File: src/rtl/assert_macros.svh
// Assertion macros used by the framer core.
`ifndef ASSERT_MACROS_SVH
`define ASSERT_MACROS_SVH

`ifndef ASSERT_OFF
// Checks prop at every rising edge of clk while rst is low.
`define ASSERT_CLK(label, prop, msg) \
  label: assert property (@(posedge clk) disable iff (rst) (prop)) else $error(msg);
// Checks that cond never holds at a rising edge of clk while rst is low.
`define ASSERT_NEVER(label, cond, msg) \
  label: assert property (@(posedge clk) disable iff (rst) !(cond)) else $error(msg);
`else
`define ASSERT_CLK(label, prop, msg)
`define ASSERT_NEVER(label, cond, msg)
`endif

`endif

File: src/rtl/nlfc_pkg.sv
// Package with constants, types and helpers for the NMEA line framer.
`default_nettype none
package nlfc_pkg;

  localparam int LINE_MAX = 82;
  localparam int FILL_W = 7;
  localparam int CNT_W = 32;
  localparam int MIN_LEN = 4;
  localparam int STAR_TAIL = 6;
  localparam int HEX_DIGITS = 2;

  localparam logic [7:0] CH_DOLLAR = 8'h24;
  localparam logic [7:0] CH_STAR = 8'h2A;
  localparam logic [7:0] CH_CR = 8'h0D;
  localparam logic [7:0] CH_LF = 8'h0A;

  typedef struct packed {
    logic              ok;
    logic [FILL_W-1:0] len;
    logic [7:0]        sum;
    logic [CNT_W-1:0]  sent;
    logic [CNT_W-1:0]  err;
    logic [CNT_W-1:0]  bytes;
    logic              alive;
  } result_t;

  // Returns the digit value in the low four bits; bit 4 set means not a hex digit.
  function automatic logic [4:0] hex_value(input logic [7:0] c);
    logic [4:0] v;
    if (c >= 8'h30 && c <= 8'h39) begin
      v = {1'b0, c[3:0]};
    end else if ((c >= 8'h41 && c <= 8'h46) || (c >= 8'h61 && c <= 8'h66)) begin
      v = {1'b0, c[3:0] + 4'd9};
    end else begin
      v = 5'h10;
    end
    return v;
  endfunction

endpackage
`default_nettype wire

File: src/rtl/nmea_line_framer_checksum_core.sv
// NMEA 0183 sentence framer, checksum checker and link statistics.
//
// Serial bytes come in on the s_ group, one word per byte. A '$' restarts the
// line, CR or LF closes it. A closed line that is non-empty and not overrun
// yields one result word on the m_ group: the verdict in m_tuser, and the line
// length, the computed XOR, the sentence, error and byte totals and the alive
// flag in m_tdata.
// Every byte is handled in the cycle it is accepted, so a byte can be taken in
// every clock cycle while s_tready is high. A result word is written into the
// output buffer when its terminator byte is accepted.
// Results go through a two-entry output buffer. When the receiver stalls, one
// more result can be held, and s_tready drops only when both entries are full.
// Lines longer than LINE_MAX bytes are dropped without a result.
// A synchronous reset clears the line state, the counters, the alive flag and
// the output buffer.
`default_nettype none
`include "assert_macros.svh"

module nmea_line_framer_checksum_core
  import nlfc_pkg::*;
(
  input  wire logic         clk,
  input  wire logic         rst,
  input  wire logic         s_tvalid,
  output logic              s_tready,
  input  wire logic [7:0]   s_tdata,   // rx_byte
  output logic              m_tvalid,
  input  wire logic         m_tready,
  output logic [111:0]      m_tdata,   // line_length, computed_sum, sentence_total,
                                       // error_total, byte_total, link_alive
  output logic              m_tuser    // sentence_ok
);

  // Line and statistics state.
  logic [FILL_W-1:0] line_fill, line_fill_next;
  logic              overrun, overrun_next;
  logic              sdollar, sdollar_next;
  logic [7:0]        run_xor, run_xor_next;
  logic [FILL_W-1:0] star_pos, star_pos_next;
  logic              star_seen, star_seen_next;
  logic [7:0]        xor_star, xor_star_next;
  logic [7:0]        hex_hi, hex_hi_next;
  logic [7:0]        hex_lo, hex_lo_next;
  logic [CNT_W-1:0]  sent_cnt, sent_cnt_next;
  logic [CNT_W-1:0]  err_cnt, err_cnt_next;
  logic [CNT_W-1:0]  byte_cnt, byte_cnt_next;
  logic              alive, alive_next;

  // Output buffer.
  result_t out_res, skid_res, new_res;
  logic    out_valid, skid_valid;

  logic accept, pop, push;
  logic is_dollar, is_term;
  logic [FILL_W-1:0] fill_eff;
  logic              ovr_eff;
  logic [4:0]        hv, lv;
  logic              ok;
  logic [FILL_W:0]   len_w, star_w;

  assign s_tready = !skid_valid;
  assign accept = s_tvalid && s_tready;
  assign pop = out_valid && m_tready;

  assign is_dollar = (s_tdata == CH_DOLLAR);
  assign is_term = (s_tdata == CH_CR) || (s_tdata == CH_LF);
  assign fill_eff = is_dollar ? '0 : line_fill;
  assign ovr_eff = is_dollar ? 1'b0 : overrun;

  assign hv = hex_value(hex_hi);
  assign lv = hex_value(hex_lo);
  assign len_w = {1'b0, line_fill};
  assign star_w = {1'b0, star_pos};

  // The last star must sit in the final five bytes with two digits after it.
  assign ok = (len_w >= (FILL_W+1)'(MIN_LEN)) && sdollar && star_seen &&
              (star_w + (FILL_W+1)'(STAR_TAIL) > len_w) &&
              (star_w + (FILL_W+1)'(HEX_DIGITS) < len_w) &&
              !hv[4] && !lv[4] && ({hv[3:0], lv[3:0]} == xor_star);

  assign push = accept && is_term && (fill_eff != '0) && !ovr_eff;

  always_comb begin
    line_fill_next = line_fill;
    overrun_next = overrun;
    sdollar_next = sdollar;
    run_xor_next = run_xor;
    star_pos_next = star_pos;
    star_seen_next = star_seen;
    xor_star_next = xor_star;
    hex_hi_next = hex_hi;
    hex_lo_next = hex_lo;
    sent_cnt_next = sent_cnt;
    err_cnt_next = err_cnt;
    byte_cnt_next = byte_cnt + 1'b1;
    alive_next = alive;

    if (is_term) begin
      if (fill_eff != '0 && !ovr_eff) begin
        if (ok) begin
          sent_cnt_next = sent_cnt + 1'b1;
          alive_next = 1'b1;
        end else begin
          err_cnt_next = err_cnt + 1'b1;
        end
      end
      line_fill_next = '0;
      overrun_next = 1'b0;
    end else if (fill_eff >= FILL_W'(LINE_MAX)) begin
      line_fill_next = fill_eff;
      overrun_next = 1'b1;
    end else begin
      overrun_next = ovr_eff;
      if (fill_eff == '0) begin
        sdollar_next = is_dollar;
        run_xor_next = '0;
        star_pos_next = '0;
        star_seen_next = 1'b0;
        xor_star_next = '0;
        hex_hi_next = '0;
        hex_lo_next = '0;
      end else begin
        if (star_seen && fill_eff == star_pos + 1'b1) begin
          hex_hi_next = s_tdata;
        end
        if (star_seen && fill_eff == star_pos + FILL_W'(HEX_DIGITS)) begin
          hex_lo_next = s_tdata;
        end
        if (s_tdata == CH_STAR) begin
          star_pos_next = fill_eff;
          star_seen_next = 1'b1;
          xor_star_next = run_xor;
        end
        run_xor_next = run_xor ^ s_tdata;
      end
      line_fill_next = fill_eff + 1'b1;
    end
  end

  always_comb begin
    new_res.ok = ok;
    new_res.len = line_fill;
    new_res.sum = star_seen ? xor_star : 8'h00;
    new_res.sent = sent_cnt_next;
    new_res.err = err_cnt_next;
    new_res.bytes = byte_cnt_next;
    new_res.alive = alive_next;
  end

  always_ff @(posedge clk) begin
    if (rst) begin
      line_fill <= '0;
      overrun <= 1'b0;
      sdollar <= 1'b0;
      run_xor <= '0;
      star_pos <= '0;
      star_seen <= 1'b0;
      xor_star <= '0;
      hex_hi <= '0;
      hex_lo <= '0;
      sent_cnt <= '0;
      err_cnt <= '0;
      byte_cnt <= '0;
      alive <= 1'b0;
    end else if (accept) begin
      line_fill <= line_fill_next;
      overrun <= overrun_next;
      sdollar <= sdollar_next;
      run_xor <= run_xor_next;
      star_pos <= star_pos_next;
      star_seen <= star_seen_next;
      xor_star <= xor_star_next;
      hex_hi <= hex_hi_next;
      hex_lo <= hex_lo_next;
      sent_cnt <= sent_cnt_next;
      err_cnt <= err_cnt_next;
      byte_cnt <= byte_cnt_next;
      alive <= alive_next;
    end
  end

  // Input is blocked while the second entry is full, so a push then cannot occur.
  always_ff @(posedge clk) begin
    if (rst) begin
      out_valid <= 1'b0;
      skid_valid <= 1'b0;
    end else if (!out_valid || pop) begin
      if (skid_valid) begin
        out_valid <= 1'b1;
        skid_valid <= push;
      end else begin
        out_valid <= push;
      end
    end else if (push) begin
      skid_valid <= 1'b1;
    end
  end

  always_ff @(posedge clk) begin
    if (!out_valid || pop) begin
      if (skid_valid) begin
        out_res <= skid_res;
        if (push) begin
          skid_res <= new_res;
        end
      end else if (push) begin
        out_res <= new_res;
      end
    end else if (push) begin
      skid_res <= new_res;
    end
  end

  assign m_tvalid = out_valid;
  assign m_tuser = out_res.ok;
  assign m_tdata = {out_res.alive, out_res.bytes, out_res.err, out_res.sent,
                    out_res.sum, out_res.len};

  `ASSERT_CLK(a_skid_behind_head, skid_valid |-> out_valid, "second entry full while head empty")
  `ASSERT_NEVER(a_fill_bound, line_fill > FILL_W'(LINE_MAX), "line fill beyond limit")
  `ASSERT_CLK(a_overrun_full, overrun |-> (line_fill == FILL_W'(LINE_MAX)), "overrun on short line")
  `ASSERT_CLK(a_byte_count, accept |=> (byte_cnt == $past(byte_cnt) + 1'b1), "byte count slip")

endmodule
`default_nettype wire

File: config.mk
export PLATFORM = sky130hd
export DESIGN_NAME = nmea_line_framer_checksum_core
export DESIGN_NICKNAME = d
export VERILOG_FILES = /design/src/rtl/nlfc_pkg.sv /design/src/rtl/nmea_line_framer_checksum_core.sv
export VERILOG_INCLUDE_DIRS = /design/src /design/src/rtl
export SDC_FILE = /design/constraint.sdc
export NUM_CORES = 1
export LEC_CHECK = 0
export BUFFER_PORTS_ARGS = -buffer_cell sky130_fd_sc_hd__buf_2
export CORE_AREA = 2 2 211 296
export DETAILED_ROUTE_END_ITERATION = 7
export DIE_AREA = 0 0 213 298
export GPL_TIMING_DRIVEN = 1
export SETUP_SLACK_MARGIN = 0.15
export SYNTH_ARGS = -nofsm -noshare
export SYNTH_HDL_FRONTEND = slang
export SYNTH_SLANG_ARGS = --single-unit
File: constraint.sdc
create_clock -name clk -period 9.83 [get_ports clk]
set_clock_uncertainty 0.05 [all_clocks]
set_input_delay 0.4915 -clock clk [delete_from_list [all_inputs] [get_ports clk]]
set_output_delay 0.4915 -clock clk [all_outputs]
set_load 0.03 [all_outputs]
* After elaboration in Yosys (flattened, before gate mapping)
Index checks and enable logic that the tools add are counted.
** Cells by class
- Shift operators :: 0
- Order comparisons :: 16
- Multiplexer cells :: 40
- Multipliers :: 0
- Bitwise gates (word level) :: 3
- $add $sub $neg :: 10
- Divide/modulo/power cells :: 0
- Equality and inequality tests :: 8
- Reductions and logical operators :: 43
** Operators by type and width (count)
- two-way mux 113 bit :: 5
- two-way mux 32 bit :: 6
- adder 32 x 1 -> 32 bit (second input constant) :: 3
- two-way mux 8 bit :: 8
- two-way mux 7 bit :: 5
- greater-or-equal comparator 8 x 7 -> 1 bit (second input constant) :: 4
- <= comparator 8 x 7 -> 1 bit (second input constant) :: 4
- logical AND 1 bit :: 21
- two-way mux 5 bit :: 4
- equality test 8 x 4 -> 1 bit (second input constant) :: 2
- equality test 8 x 6 -> 1 bit (second input constant) :: 2
- greater-or-equal comparator 8 x 6 -> 1 bit (second input constant) :: 2
- <= comparator 8 x 6 -> 1 bit (second input constant) :: 2
- AND reduction 4 bit :: 4
- adder 7 x 1 -> 7 bit (second input constant) :: 2
- equality test 7 bit :: 2
- two-way mux 1 bit :: 12
- nonzero test 2 bit :: 5
- adder 4 bit (second input constant) :: 2
- adder 7 x 2 -> 8 bit (second input constant) :: 1
- adder 7 x 3 -> 8 bit (second input constant) :: 1
- equality test 8 bit :: 1
- greater-than comparator 8 x 7 -> 1 bit :: 1
- < comparator 8 x 7 -> 1 bit :: 1
- 12 further kinds :: 20
** Word-level totals
- Bits in writable memories :: 0
- Memories :: 0
- ROM bits :: 0
- Flip-flop bits (word level) :: 374
- Bits in latches :: 0
- Input bits :: 12

* Logic depth before layout (Yosys ltp)
- Depth after elaboration :: 15
- Gate-level depth with buffers :: 16

* Least setup slack after synthesis
OpenSTA, ideal clock, no wires.
- Path kind :: in2reg
- Start :: input port s_tdata[5]
- End :: register out_res, in the netlist m_tdata[0], enable pin
- Required time :: 9.157 ns
- Stages :: 10
- Arrival :: 7.749 ns
- Path buffers :: 2
- Setup slack :: 1.408 ns
- Setup time :: 0.623 ns
- Path through :: nor2b_1 nand3_1 clkbuf_1 nand2_1 ha_1 o21ai_0 and2_1 clkbuf_1 a21oi_1 a21oi_1
** On the way
- Word-level cells in the longest chain between the ends :: 7
** Ends and longest elaborated chain
- from (decl) :: line nmea_line_framer_checksum_core.sv:26 : input wire logic [7:0] s_tdata,
- equality test 8 x 6 -> 1 bit / equality test 8 x 4 -> 1 bit (equally long branches) :: line nmea_line_framer_checksum_core.sv:65, nmea_line_framer_checksum_core.sv:66
- two-way mux 7 bit / logical OR 1 bit (equally long branches) :: line nmea_line_framer_checksum_core.sv:67, nmea_line_framer_checksum_core.sv:66
- nonzero test 7 bit / logical AND 1 bit (equally long branches) :: line nmea_line_framer_checksum_core.sv:81 : assign push = accept && is_term && (fill_eff != '0) && !ovr_eff;
- logical AND 1 bit :: line nmea_line_framer_checksum_core.sv:81
- logical AND 1 bit (*) :: line nmea_line_framer_checksum_core.sv:81
- nonzero test 2 bit (no source line) (*)
- AND reduction 2 bit (no source line) (*)
- to (signal assigned) :: line nmea_line_framer_checksum_core.sv:202 : out_res <= skid_res;
- to (signal assigned) :: line nmea_line_framer_checksum_core.sv:207 : out_res <= new_res;
- to (decl) :: line nmea_line_framer_checksum_core.sv:50 : result_t out_res, skid_res, new_res;
Every way passes the cells marked *; elsewhere a longest branch is shown, timed or not.
A chain may end at the register's enable or synchronous reset.

==> out/results.ini <==
[sta]
relSlewSlack_pct = 16.2
final_hold_viol_count = 0
fin_crit_ps = 4980
drv_slew = 0
fin_setup_tns_ps = 0
post-route-period-util_pct = 50.6
setup_viol = 0
worst_pin_slew_ps = 1250
rsz0062_at_grt = no
max_freq_mhz = 201

[clocking]
cts.path.max_buffers = 3
root_buffer = clkbuf_16
postCtsResizedCells = 0
h-tree-depth = 2
clk-insertion-delay-late_ps = 550
cts_made_buffers = 40
cts_setup_buffers = 0
hold_buffers = 0
cts_tree = yes
clk_pin_slew_ps = 60
clock-sinks = 374

[synth]
netlist_area_um2 = 18000
ys_ff_latch = 374
synth_ff_type = edfxtp_1
yosys_warnings = 0
syn_area_per_cell_um2 = 10.4
synthCells = 1731
ys_async_sr_fraction_pct = 0
synth_cell_types = 75
synth-edff-count = 226
ys_seq_area_share_pct = 54.0
synth_nets = 1770

[cells_and_area]
final_nets = 1854
drive_above_1_share_pct = 16.7
syn_to_final_growth_pct = 14.9
fillers = 6073
diodes = 0

[global_route]
grt_start_max_net_pins = 82
antenna_found_initial = 0
grtUsageMet1_pct = 17.6
met3_usage_pct = 1.65
top_usage_layer = met2
track_usage_pct = 14.3
grt_pass1_wl_mm = 73.0
grt_overflow = 0
grt.met2_usage_pct = 25.4
grt_pass1_vias = 13263

[pwr]
ir_drop_uv = 103
p_leak_nw = 7.31
power.total_w = 0.00321
power.density_nw_per_um2 = 155

[die]
die_x_um = 213
die-area_um2 = 63500
ioPinCount = 127
core_region_area_um2 = 60600
die_h_um = 298
start_util_pct = 29.8
rows = 107

[setup_path]
cp.required_ps = 9940
startpoint_type = input pin
cp-end-kind = register
arrival_ps = 5080
crit_type = in2reg
critPathMaxFanout = 77

[place]
io_buffers = 126
dp_hpwl_mm = 31.6
gp_congestion = 0.876

[outcome]
status = completed

[drt]
num_vias = 13519
routed_wirelength_mm = 45.9
drt_iter0_drc = 888
drc = 0
ant_nets = 0
avgViaCountPerCell = 5.08
avgRoutedWirePerCell_um = 17.2
first_pass_iters = 5

[min_path]
hold_class = in2reg

[job]
drv_cap = 0

[cells by family after synthesis]
group                      synth area share (%)
and+or+nand+nor                            19.1
xor gates and xnor gates                   4.94
adders and majority gates                  1.87
buffers and inverters                      2.91
muxes                                      4.04
AOI/OAI and AO/OA                          13.1
DFF                                        54.0
[placed cells by master (no fill, tap or decap), types with 24 or more instances in the layout]
master / instances
edfxtp_1: 226
dfxtp_1: 147
nor2_1: 137
nand2_1: 129
buf_2: 125
o21ai_0: 102
a21oi_1: 91
or3_1: 80
nand3_1: 67
mux2_2: 63
xnor2_1: 50
xor2_1: 49
nor3_1: 41
clkbuf_16: 40
inv_1: 37
and3_1: 32
a31oi_1: 29
nand2b_1: 27
ha_1: 27
or2_2: 25
a22oi_1: 25
nand4_1: 24
[routing by layer]
metal	wire length, µm	up-vias	share of wire, %
li1	-	6551	-
met1	19400	6601	42
met2	23300	279	51
met3	1710	88	3.7
met4	1540	0	3.4
met5	0	-	0
[area by class of cell]
cell class / instances / area [µm²] / share of cell area (%)
sequential: 374 / 9750 / 47.0
multi-input combinational: 1221 / 7810 / 37.6
clock buffer: 51 / 1060 / 5.12
tap: 817 / 1020 / 4.93
timing repair buffer: 140 / 738 / 3.56
clock inverter: 22 / 219 / 1.06
inverter: 38 / 145 / 0.700
[where the power goes]
group,total (W),switching [W],internal [W],leakage (nW)
Clock,0.00149,0.000641,0.000853,0.627
Sequential,0.00165,0.00000553,0.00165,3.42
Combinational,0.0000591,0.0000425,0.0000166,3.26
[critical path, cell delays in order]
cell	delay, ps
buf_2	120
nor3_1	660
nand3_1	700
a21oi_1	390
and2_1	520
nand2_1	230
nor2_4	870
buf_4	1030
[final timing paths]
path	startpoint	endpoint	slack (ps)	cells after the start
max	s_tdata[7]	skid_res[72]$_DFFE_PP_	4850	8
min	s_tdata[4]	hex_lo[4]$_SDFFE_PP0P_	210	3
max reg2reg	star_pos[2]$_SDFFE_PP0P_	skid_res[51]$_DFFE_PP_	4930	12
min reg2reg	byte_cnt[1]$_SDFFE_PP0P_	byte_cnt[1]$_SDFFE_PP0P_	430	2
[flip-flops by register name, summed over array words and instances (netlist names), 32 cells and up]
name / count
byte_cnt: 32
err_cnt: 32
m_tdata: 112
sent_cnt: 32
skid_res: 113
[through the flow]
| stage | cell area [µm²] | setup WS, ps | std cells | util, % | hold slack [ps] |
|---|---|---|---|---|---|
| after global routing | 20700 | 4300 | 2663 | 34.2 | 219 |
| after global placement | 19500 | 4510 | 2590 | 32.1 | 397 |
| final | 20700 | 4850 | 2663 | 34.2 | 206 |
| after detailed placement | 19500 | 4280 | 2590 | 32.1 | 424 |
| after floorplan | 18000 | 1410 | 1731 | - | 353 |
| after CTS | 20700 | 4820 | 2663 | 34.2 | 168 |
[cells in the mapped netlist, drive strengths merged, types with 6 or more instances]
master    n  area [µm²]
xnor2    50         438
o31a     22         193
or4      16         128
or3      80         500
a22oi    25         188
o31ai    15         118
nand4    24         150
nor2b    18         113
mux2     63         709
buf       9        48.8
nor4      7        56.3
o21ai   103         515
a21oi    92         460
a21boi    6        45.0
nor2    138         518
nand3    67         335
a31oi    29         181
inv      38         143
and2     20         125
o21a     20         150
nand2b   27         169
ha       27         338
or2      25         156
nand2   129         484
clkbuf   89         334
dfxtp   148        2960
xor2     49         429
and3     32         200
o311ai    9        86.3
edfxtp  226        6790
nor3     41         205
Note: power is estimated with default switching activity, not from simulation.
